`src/hdl/dmf_pkg.sv`:
```
package dmf_pkg;

  typedef enum logic [2:0] {
    ST_IDLE,
    ST_SCAN,
    ST_ENTRY,
    ST_FLUSH,
    ST_COMMIT,
    ST_OUT
  } dmf_state_t;

  localparam logic [1:0] STATUS_OK = 2'd0;
  localparam logic [1:0] STATUS_TABLE_FULL = 2'd1;
  localparam logic [1:0] STATUS_LIST_FULL = 2'd2;

  // Commands from the controller to the datapath.
  typedef struct packed {
    logic load;       // capture the input item
    logic scan_step;  // compare one originator slot
    logic slot_take;  // claim the free slot found during the scan
    logic entry_step; // walk one entry of the slot
    logic commit;     // record the sequence number
  } dmf_cmd_t;

  // Status from the datapath to the controller.
  typedef struct packed {
    logic scan_last;
    logic slot_found;
    logic slot_free;
    logic entry_last;
    logic dup;
  } dmf_stat_t;

endpackage

```
`src/hdl/dmf_ctrl.sv`:
```
module dmf_ctrl (
  input  logic               clk,
  input  logic               rst,
  input  logic               in_valid,
  output logic               in_ready,
  output logic               out_valid,
  input  logic               out_ready,
  output dmf_pkg::dmf_cmd_t  cmd,
  input  dmf_pkg::dmf_stat_t stat,
  output logic [1:0]         res_status,
  output logic               res_dup
);
  import dmf_pkg::*;

  dmf_state_t state, state_next;
  logic [1:0] status_reg, status_next;
  logic dup_reg, dup_next;

  always_comb begin
    state_next = state;
    status_next = status_reg;
    dup_next = dup_reg;
    unique case (state)
      ST_IDLE: begin
        if (in_valid) state_next = ST_SCAN;
      end
      ST_SCAN: begin
        if (stat.slot_found) begin
          state_next = ST_ENTRY;
        end else if (stat.scan_last) begin
          if (stat.slot_free) begin
            state_next = ST_ENTRY;
          end else begin
            state_next = ST_OUT;
            status_next = STATUS_TABLE_FULL;
            dup_next = 1'b0;
          end
        end
      end
      ST_ENTRY: begin
        if (stat.entry_last) state_next = ST_FLUSH;
      end
      // The last entry read returns here and is checked by the datapath.
      ST_FLUSH: begin
        state_next = ST_COMMIT;
      end
      ST_COMMIT: begin
        state_next = ST_OUT;
        dup_next = stat.dup;
        status_next = (!stat.dup && stat.slot_free) ? STATUS_LIST_FULL : STATUS_OK;
      end
      ST_OUT: begin
        if (out_ready) state_next = ST_IDLE;
      end
      default: state_next = ST_IDLE;
    endcase
  end

  // In COMMIT, slot_free is reused by the datapath to mean "no free entry".
  always_comb begin
    cmd = '0;
    in_ready = (state == ST_IDLE);
    out_valid = (state == ST_OUT);
    unique case (state)
      ST_IDLE: cmd.load = in_valid;
      ST_SCAN: begin
        cmd.scan_step = 1'b1;
        cmd.slot_take = !stat.slot_found && stat.scan_last && stat.slot_free;
      end
      ST_ENTRY: cmd.entry_step = 1'b1;
      ST_COMMIT: cmd.commit = !stat.dup;
      default: ;
    endcase
  end

  always_ff @(posedge clk) begin
    if (rst) begin
      state <= ST_IDLE;
    end else begin
      state <= state_next;
    end
    status_reg <= status_next;
    dup_reg <= dup_next;
  end

  assign res_status = status_reg;
  assign res_dup = dup_reg;
endmodule

```
`config.mk`:
```
export PLATFORM = sky130hd
export DESIGN_NAME = dmf_ctrl
export DESIGN_NICKNAME = d
export VERILOG_FILES = /design/src/hdl/dmf_pkg.sv /design/src/hdl/dmf_ctrl.sv
export SDC_FILE = /design/constraint.sdc
export NUM_CORES = 1
export LEC_CHECK = 0
export ABC_AREA = 1
export BUFFER_PORTS_ARGS = -buffer_cell sky130_fd_sc_hd__buf_2
export CELL_PAD_IN_SITES_DETAIL_PLACEMENT = 1
export CELL_PAD_IN_SITES_GLOBAL_PLACEMENT = 2
export CORE_MARGIN = 4
export CORE_UTILIZATION = 18
export DETAILED_ROUTE_END_ITERATION = 8
export HOLD_SLACK_MARGIN = 0.08
export PLACE_DENSITY_LB_ADDON = 0.08
export REMOVE_ABC_BUFFERS = 1
export SETUP_SLACK_MARGIN = 0.1
export SYNTH_ARGS = -nofsm -noshare
export SYNTH_HDL_FRONTEND = slang
export SYNTH_SLANG_ARGS = --single-unit
```
`constraint.sdc`:
```
create_clock -name clk -period 1.35 [get_ports clk]
set_input_delay 0.135 -clock clk [delete_from_list [all_inputs] [get_ports clk]]
set_output_delay 0.135 -clock clk [all_outputs]
set_load 0.03 [all_outputs]
```
==> impl_metrics.env, run 1 <==
export IMPL_leakage_nw=0.3726
export IMPL_min_period_ns=1.378
export IMPL_avgSynthCellArea_um2=6.438
export IMPL_grt_usage=0.1025
export IMPL_p_sw_mw=0.9342
export IMPL_finalCritPeriodShare=1.021
export IMPL_overflow=0
export IMPL_cp_slowest_cell="dfxtp_4"
export IMPL_ys_ff_latch=6
export IMPL_p_clk_frac=0.094
export IMPL_start_util=0.1955
export IMPL_drc=0
export IMPL_cts_hold_buf=0
export IMPL_crit_top_cell="nor2_4"
export IMPL_num_vias=503
export IMPL_clock_tree_root_cell="clkbuf_4"
export IMPL_core_area_um2=2042
export IMPL_dp_hpwl_mm=1.046
export IMPL_die_y_um=55.09
export IMPL_drv_cap=0
export IMPL_ys_seq_area_frac=0.3762
export IMPL_cp_cell_sequence="nor2_4 -> inv_2 -> nor2_4 -> inv_2 -> buf_6 -> nor2_4 -> buf_6"
export IMPL_gp_congestion=0.6986
export IMPL_antenna_found_initial=0
export IMPL_die_w_um=55.09
export IMPL_clock_sinks=6
export IMPL_outcome="complete, but fails checks"
export IMPL_dieArea_um2=3035
export IMPL_crit_path_start_kind="register"
export IMPL_tightest_slew_ns=0.3766
export IMPL_worstPathMaxFanout=4
export IMPL_drt_iter0_drc=0
export IMPL_postRouteAntennaNets=0
export IMPL_utilization=0.3793
export IMPL_nNetsFinal=106
export IMPL_stdcell_count=123
export IMPL_nFillCells=267
export IMPL_io_pin_count=19
export IMPL_worstPathRequired_ns=1.22
export IMPL_postSynthCellCount=62
export IMPL_relSlewSlack=0.7470
export IMPL_combinationalPowerShare=0.707
export IMPL_htreeDepth=1
export IMPL_hold_viol_final=0
export IMPL_path_buf_inv=4
export IMPL_finClkSkew_ns=0.00009334
export IMPL_setup_slack_ns=-0.02779
export IMPL_setup_tns_ns=-0.02779
export IMPL_cts_tree="yes"
export IMPL_critPathCaptureType="output port"
export IMPL_whs_ns=0.1394
export IMPL_wire_per_inst_um=10.81
export IMPL_hold_class="input pin to register"
export IMPL_core_rowCount=16
export IMPL_cp_top_family="flip-flops"
export IMPL_dp_cells=113
export IMPL_cpPeakStageDelay_ns=0.37
export IMPL_power_frac_seq=0.199
export IMPL_grt_max_degree=6
export IMPL_seqCellArea_um2=161.4
export IMPL_fmax_mhz=725.8
export IMPL_grt_pass1_vias=519
export IMPL_worstSkewPairLatency_ns=0.24
export IMPL_ir_drop_v=0.001115
export IMPL_n_antenna_cell=0
export IMPL_cts_buffer_depth=2
export IMPL_drt_total_wl_mm=1.330
export IMPL_power_density_nw_per_um2=2494
export IMPL_portBuffers=18
export IMPL_synthToLayoutAreaGrowth_pct=94.04
export IMPL_multi_input_area_um2=275.3
export IMPL_violations="negative setup slack"
export IMPL_setup_viol=1
export IMPL_viasPerCell=4.089
export IMPL_cts_buffers=3
export IMPL_rsz0062_at_grt="true"
export IMPL_drive_above_1_share=0.6250
export IMPL_cp_arrival_ns=1.24
export IMPL_yosys_warnings=0
export IMPL_grt_pass1_wl_mm=2.201
export IMPL_clkSlewWorstSetupHoldPaths_ns=0.05
export IMPL_slew_violations=0
export IMPL_synth_area_um2=399.1
export IMPL_p_int_mw=0.9975
export IMPL_synthDistinctLibCells=15
export IMPL_critical_path_class="register to output port"
export IMPL_p_sw_frac=0.4836
export IMPL_firstDrtPassIters=1
-- final cells by class --
type	instances	area share
Timing Repair Buffer	30	0.2892
Sequential cell	6	0.2084
Tap cell	27	0.04362
Multi-Input combinational cell	43	0.3554
Clock buffer	4	0.03393
Inverter	13	0.06947
-- metrics by stage --
| step | cell area [um2] | total power, mW | worst slack (ns) |
|---|---|---|---|
| after detailed placement | 568.0 | 1.299 | -0.0007753 |
| after global placement | 568.0 | 1.302 | 0.02542 |
| after CTS | 700.7 | 1.739 | -0.06376 |
| after global routing | 774.5 | 2.116 | -0.08215 |
| after floorplan | 399.1 | 0.9512 | -0.3875 |
| final | 774.5 | 1.932 | -0.02779 |
-- layout by cell type (no fill, tap or decap), types with 3 or more instances in the layout --
cell type and instances:
clkbuf_4 3, nand2_2 4, inv_1 7, inv_2 4, nor2_1 10, edfxtp_1 3, buf_2 11, nor2_2 3
buf_6 7, dfxtp_4 3, buf_4 12, nand2_1 6, nor2_4 6
-- per-layer routing --
layer,part of all wire,vias to the layer above,GRT usage
met5,0,-,0
met4,0,0,0.02429
met3,0.11,0,0.05094
met2,0.49,15,0.1811
met1,0.41,226,0.1082
li1,-,262,-
-- worst reg2reg max path: cells and delay by family (launching register included) --
kind            cells  cell delay (ns)
flops               1             0.37
compound gates      1             0.18
buf+inv             3             0.22
simple gates        2             0.21
-- registers in the layout, summed over array words and instances (netlist names) --
register / flops
res_dup: 1
state: 3
res_status: 2
-- cell usage after synthesis --
| cell type | instances | area share |
|---|---|---|
| dfxtp_1 | 3 | 0.15 |
| a21oi_1 | 3 | 0.038 |
| inv_1 | 10 | 0.094 |
| nand4_1 | 2 | 0.031 |
| inv_2 | 3 | 0.028 |
| nand2_1 | 9 | 0.085 |
| nor2_2 | 1 | 0.016 |
| nor2_4 | 1 | 0.028 |
| nor3_1 | 4 | 0.050 |
| nand2_2 | 2 | 0.031 |
| edfxtp_1 | 3 | 0.23 |
| nand3_2 | 1 | 0.025 |
| nor2_1 | 17 | 0.16 |
| o21ai_0 | 2 | 0.025 |
| nand3_1 | 1 | 0.013 |
-- power groups by stage --
stage / logic [mW] / registers (mW) / clock network (mW)
final: 1.36 / 0.384 / 0.182
after global routing: 1.52 / 0.394 / 0.203
after CTS: 1.19 / 0.353 / 0.194
after detailed placement: 0.962 / 0.337 / 0
after global placement: 0.967 / 0.336 / 0
after floorplan: 0.577 / 0.374 / 0
-- final timing paths --
path | startpoint | endpoint | slack (ns) | cells past startpoint
setup / recovery | state[1] | cmd[0] | -0.03 | 7
hold / removal | rst | state[0] | 0.14 | 4
setup reg to reg | state[1] | res_status[0] | 0.07 | 6
hold reg to reg | state[2] | state[2] | 0.55 | 2
-- what timing repair did --
action,in CTS,in global routing
setup buffers,5,2
endpoints found under the setup margin,12,14
pin swaps,4,7
resized for setup,26,19
endpoints found under the hold margin,0,0
-- logic make-up after synthesis --
| logic type | count (synthesis) | share of synthesized area |
|---|---|---|
| and+or+nand+nor | 38 | 0.4389 |
| buffers and inverters | 13 | 0.1223 |
| DFF | 6 | 0.3762 |
| AOI/OAI and AO/OA | 5 | 0.06269 |
Note: power is estimated with default switching activity, not from simulation.
==> run 2: changes to the inputs <==
SKIP_CTS_REPAIR_TIMING = 1   (was not set)
==> impl_metrics.env, run 2 (same netlist as run 1, synthesis figures left out) <==
export IMPL_cts_buffers=3
export IMPL_overflow=0
export IMPL_mostFrequentLayoutCell="buf_2"
export IMPL_hp_start="rst"
export IMPL_min_to="state[1]"
export IMPL_final_cell_mix="11 x buf_2, 10 x nor2_1, 9 x buf_6, 8 x inv_1, 7 x buf_4"
export IMPL_power_density_nw_per_um2=2515
export IMPL_finClkSkew_ns=0.0007170
export IMPL_combinationalPowerShare=0.710
export IMPL_setup_tns_ns=-0.05542
export IMPL_grt_max_degree=8
export IMPL_relSlewSlack=0.7975
export IMPL_drt_iter0_drc=4
export IMPL_fmax_mhz=711.5
export IMPL_worstPathRequired_ns=1.22
export IMPL_r2r_cells=5
export IMPL_wl_met2_um=725
export IMPL_grt_pass1_wl_mm=2.049
export IMPL_core_rowCount=16
export IMPL_drt_total_wl_mm=1.405
export IMPL_synthToLayoutAreaGrowth_pct=86.52
export IMPL_ir_drop_v=0.001180
export IMPL_min_period_ns=1.405
export IMPL_start_util=0.1955
export IMPL_clock_sinks=6
export IMPL_dp_cells=113
export IMPL_wire_per_inst_um=11.71
export IMPL_worstSkewPairLatency_ns=0.24
export IMPL_dieArea_um2=3035
export IMPL_worstReg2RegEnd="res_status[0]"
export IMPL_cp_arrival_ns=1.27
export IMPL_r2r_start="state[1]"
export IMPL_hold_class="input pin to register"
export IMPL_num_vias=507
export IMPL_core_area_um2=2042
export IMPL_slew_violations=0
export IMPL_setup_viol=1
export IMPL_gp_congestion=0.6986
export IMPL_routed_top_layer="met3"
export IMPL_grt_usage=0.09633
export IMPL_critPathCaptureType="output port"
export IMPL_viasPerCell=4.225
export IMPL_hold_depth=4
export IMPL_stdcell_count=120
export IMPL_cts_buffer_depth=2
export IMPL_violations="negative setup slack"
export IMPL_postRouteAntennaNets=0
export IMPL_regToRegSetupSlack_ns=0.05
export IMPL_regMostFlops="state"
export IMPL_crit_start="state[0]"
export IMPL_io_pin_count=19
export IMPL_largest_reg_flops=3
export IMPL_nFillCells=274
export IMPL_hold_viol_final=0
export IMPL_setup_slack_ns=-0.05542
export IMPL_power_frac_seq=0.193
export IMPL_p_sw_frac=0.4885
export IMPL_clock_tree_root_cell="clkbuf_4"
export IMPL_clkSlewWorstSetupHoldPaths_ns=0.05
export IMPL_p_clk_frac=0.097
export IMPL_leakage_nw=0.3586
export IMPL_tightest_slew_ns=0.3014
export IMPL_outcome="complete, but fails checks"
export IMPL_antenna_found_initial=0
export IMPL_nNetsFinal=103
export IMPL_dp_hpwl_mm=1.046
export IMPL_htreeDepth=1
export IMPL_drc=0
export IMPL_finalCritPeriodShare=1.041
export IMPL_firstDrtPassIters=3
export IMPL_wl_met1_um=532
export IMPL_die_y_um=55.09
export IMPL_p_sw_mw=0.9147
export IMPL_cts_tree="yes"
export IMPL_p_int_mw=0.9580
export IMPL_n_antenna_cell=0
export IMPL_critical_path_class="register to output port"
export IMPL_die_w_um=55.09
export IMPL_wl_met3_um=146
export IMPL_drive_above_1_share=0.6237
export IMPL_rsz0062_at_grt="true"
export IMPL_grt_pass1_vias=488
export IMPL_worstPathMaxFanout=4
export IMPL_portBuffers=18
export IMPL_crit_path_start_kind="register"
export IMPL_drv_cap=0
## run 2: cell types whose count changed in the layout (fill, tap and decap cells not counted), sizes merged
cell / before / now
buf: 30 / 27
## run 2: metrics by stage
| step | power (mW) | util | cell area, um2 | hold WS [ns] | worst slack, ns |
|---|---|---|---|---|---|
| 2_1_floorplan | 0.9512 | - | 399.1 | 0.3021 | -0.3875 |
| 3_3_place_gp | 1.302 | 0.2782 | 568.0 | 0.4080 | 0.02542 |
| 3_5_place_dp | 1.299 | 0.2782 | 568.0 | 0.4090 | -0.0007753 |
| 4_1_cts | 1.497 | 0.2911 | 594.3 | 0.1393 | -0.2404 |
| 5_1_grt | 2.044 | 0.3646 | 744.5 | 0.1558 | -0.1186 |
| 6_report | 1.873 | 0.3646 | 744.5 | 0.1388 | -0.05542 |
## run 2: worst max path at each step
stage               slack, ns  endpoint  depth (start not counted)
floorplan               -0.39    cmd[2]                          4
global placement         0.03   res_dup                          5
detailed placement    -0.0008   res_dup                          5
CTS                     -0.24    cmd[0]                          7
global route            -0.12    cmd[0]                          7
finish                  -0.06    cmd[0]                          7
## run 2: power by group through the flow
stage | logic, mW | clock network (mW) | registers [mW]
final | 1.33 | 0.181 | 0.362
after floorplan | 0.577 | 0 | 0.374
after global placement | 0.967 | 0 | 0.336
after global routing | 1.47 | 0.207 | 0.371
after CTS | 0.968 | 0.194 | 0.334
after detailed placement | 0.962 | 0 | 0.337
## run 2: layout make-up
cell class                      instances  area (um2)  area share
Timing Repair Buffer                   27       209.0      0.2807
Clock buffer                            4       26.28     0.03529
Tap cell                               27       33.78     0.04538
Multi-Input combinational cell         43       267.8      0.3597
Inverter                               13       48.80     0.06555
Sequential cell                         6       158.9      0.2134
## run 2: metal layers
| metal | vias to the layer above | GRT usage |
|---|---|---|
| met1 | 233 | 0.1016 |
| met5 | - | 0 |
| li1 | 257 | - |
| met3 | 0 | 0.05362 |
| met2 | 17 | 0.1654 |
| met4 | 0 | 0.02429 |
## run 2: worst max-delay path, stage by stage (launching register included)
cell and delay (ns):
dfxtp_2 0.33, nor2_2 0.12, inv_1 0.06, nor2_2 0.13, inv_2 0.06, buf_6 0.12, nor2_4 0.07, buf_6 0.13
==> run 3: changes to the inputs <==
SETUP_SLACK_MARGIN = 0.4   (was 0.1)
==> impl_metrics.env, run 3 (same netlist as run 1, synthesis figures left out) <==
export IMPL_regMostFlops="state"
export IMPL_outcome="complete, but fails checks"
export IMPL_critPathCaptureType="output port"
export IMPL_crit_path_start_kind="register"
export IMPL_finClkSkew_ns=0.0005460
export IMPL_setup_viol=1
export IMPL_combinationalPowerShare=0.721
export IMPL_grt_use_met2=0.1654
export IMPL_p_sw_frac=0.4775
export IMPL_rsz0062_at_grt="true"
export IMPL_io_pin_count=19
export IMPL_finalCritPeriodShare=1.033
export IMPL_die_y_um=55.09
export IMPL_cts_buffer_depth=2
export IMPL_p_clk_frac=0.093
export IMPL_dieArea_um2=3035
export IMPL_drc=0
export IMPL_slew_violations=0
export IMPL_setup_slack_ns=-0.04485
export IMPL_hold_class="input pin to register"
export IMPL_p_int_mw=1.023
export IMPL_die_w_um=55.09
export IMPL_num_vias=511
export IMPL_nNetsFinal=106
export IMPL_worstPathMaxFanout=3
export IMPL_fmax_mhz=716.9
export IMPL_use_met3=0.05362
export IMPL_drv_cap=0
export IMPL_fin_area_um2=784.5
export IMPL_largest_reg_flops=3
export IMPL_clkSlewWorstSetupHoldPaths_ns=0.05
export IMPL_firstDrtPassIters=4
export IMPL_grt_max_degree=8
export IMPL_grt_pass1_wl_mm=2.049
export IMPL_dp_hpwl_mm=1.046
export IMPL_core_area_um2=2042
export IMPL_placed_area_um2=568.0
export IMPL_critical_path_class="register to output port"
export IMPL_grt_use_met1=0.1016
export IMPL_drive_above_1_share=0.6458
export IMPL_postRouteAntennaNets=0
export IMPL_violations="negative setup slack"
export IMPL_overflow=0
export IMPL_cts_tree="yes"
export IMPL_worstPathRequired_ns=1.22
export IMPL_cp_arrival_ns=1.26
export IMPL_p_sw_mw=0.9346
export IMPL_core_rowCount=16
export IMPL_wire_per_inst_um=11.24
export IMPL_worstSkewPairLatency_ns=0.25
export IMPL_p_total_mw=1.957
export IMPL_clock_sinks=6
export IMPL_grt_pass1_vias=488
export IMPL_ir_drop_v=0.001271
export IMPL_leakage_nw=0.3752
export IMPL_tightest_slew_ns=0.3419
export IMPL_pre_cts_ws_ns=-0.0007753
export IMPL_portBuffers=18
export IMPL_gp_congestion=0.6986
export IMPL_power_frac_seq=0.186
export IMPL_synthToLayoutAreaGrowth_pct=96.55
export IMPL_drt_total_wl_mm=1.382
export IMPL_relSlewSlack=0.7703
export IMPL_cts_buffers=3
export IMPL_start_util=0.1955
export IMPL_viasPerCell=4.154
export IMPL_grt_usage=0.09633
export IMPL_power_density_nw_per_um2=2495
export IMPL_n_antenna_cell=0
export IMPL_antenna_found_initial=0
export IMPL_min_period_ns=1.395
export IMPL_grt_busiest_layer="met2"
export IMPL_htreeDepth=1
export IMPL_final_cell_mix="10 x buf_2, 10 x buf_6, 10 x buf_4, 9 x nor2_1, 7 x inv_1"
export IMPL_clock_tree_root_cell="clkbuf_4"
export IMPL_drt_iter0_drc=4
export IMPL_hold_viol_final=0
## run 3: changes by cell type in the layout (fill, tap and decap cells not counted), sizes merged
| cell | previous run | this run |
|---|---|---|
| buf | 27 | 30 |
## run 3: critical path: stages, from the launching register on
cell     delay, ns
dfxtp_2       0.34
nor2_2        0.12
inv_1         0.06
nor2_2        0.13
inv_2         0.05
buf_6         0.12
nor2_4        0.07
buf_6         0.13
## run 3: final timing paths
check / start / endpoint / slack [ns] / cells after the start
setup / recovery: state[0] / cmd[0] / -0.04 / 7
hold / removal: rst / state[0] / 0.14 / 4
setup reg to reg: state[1] / res_status[0] / 0.06 / 5
hold reg to reg: state[1] / state[1] / 0.55 / 2
## run 3: area by class of cell
type                       count  area [um2]
inverter                      13       48.80
tap                           27       33.78
timing repair buffer          30       237.7
clock buffer                   4       26.28
sequential                     6       158.9
fill                         269        1257
multi-input combinational     43       279.0
## run 3: through the flow
step                       TNS [ns]    util  hold WS [ns]  instances
after floorplan              -1.002       -        0.3021         62
after global placement            0  0.2782        0.4080        113
after detailed placement  -0.002296  0.2782        0.4090        113
after CTS                   -0.6731  0.2911        0.1393        117
after global routing        -0.2616  0.3842        0.1553        123
final                      -0.04485  0.3842        0.1384        123
## run 3: per-layer routing
layer  share of wire  vias to the layer above
li1                -                      262
met1            0.38                      234
met2            0.52                       15
met3            0.10                        0
met4               0                        0
met5               0                        -
## run 3: power groups by stage
stage                     clock network, mW  registers, mW  logic [mW]
after floorplan                           0          0.374       0.577
after global placement                    0          0.336       0.967
after detailed placement                  0          0.337       0.962
after CTS                             0.194          0.334       0.968
after global routing                  0.206          0.371        1.56
final                                 0.182          0.363        1.41
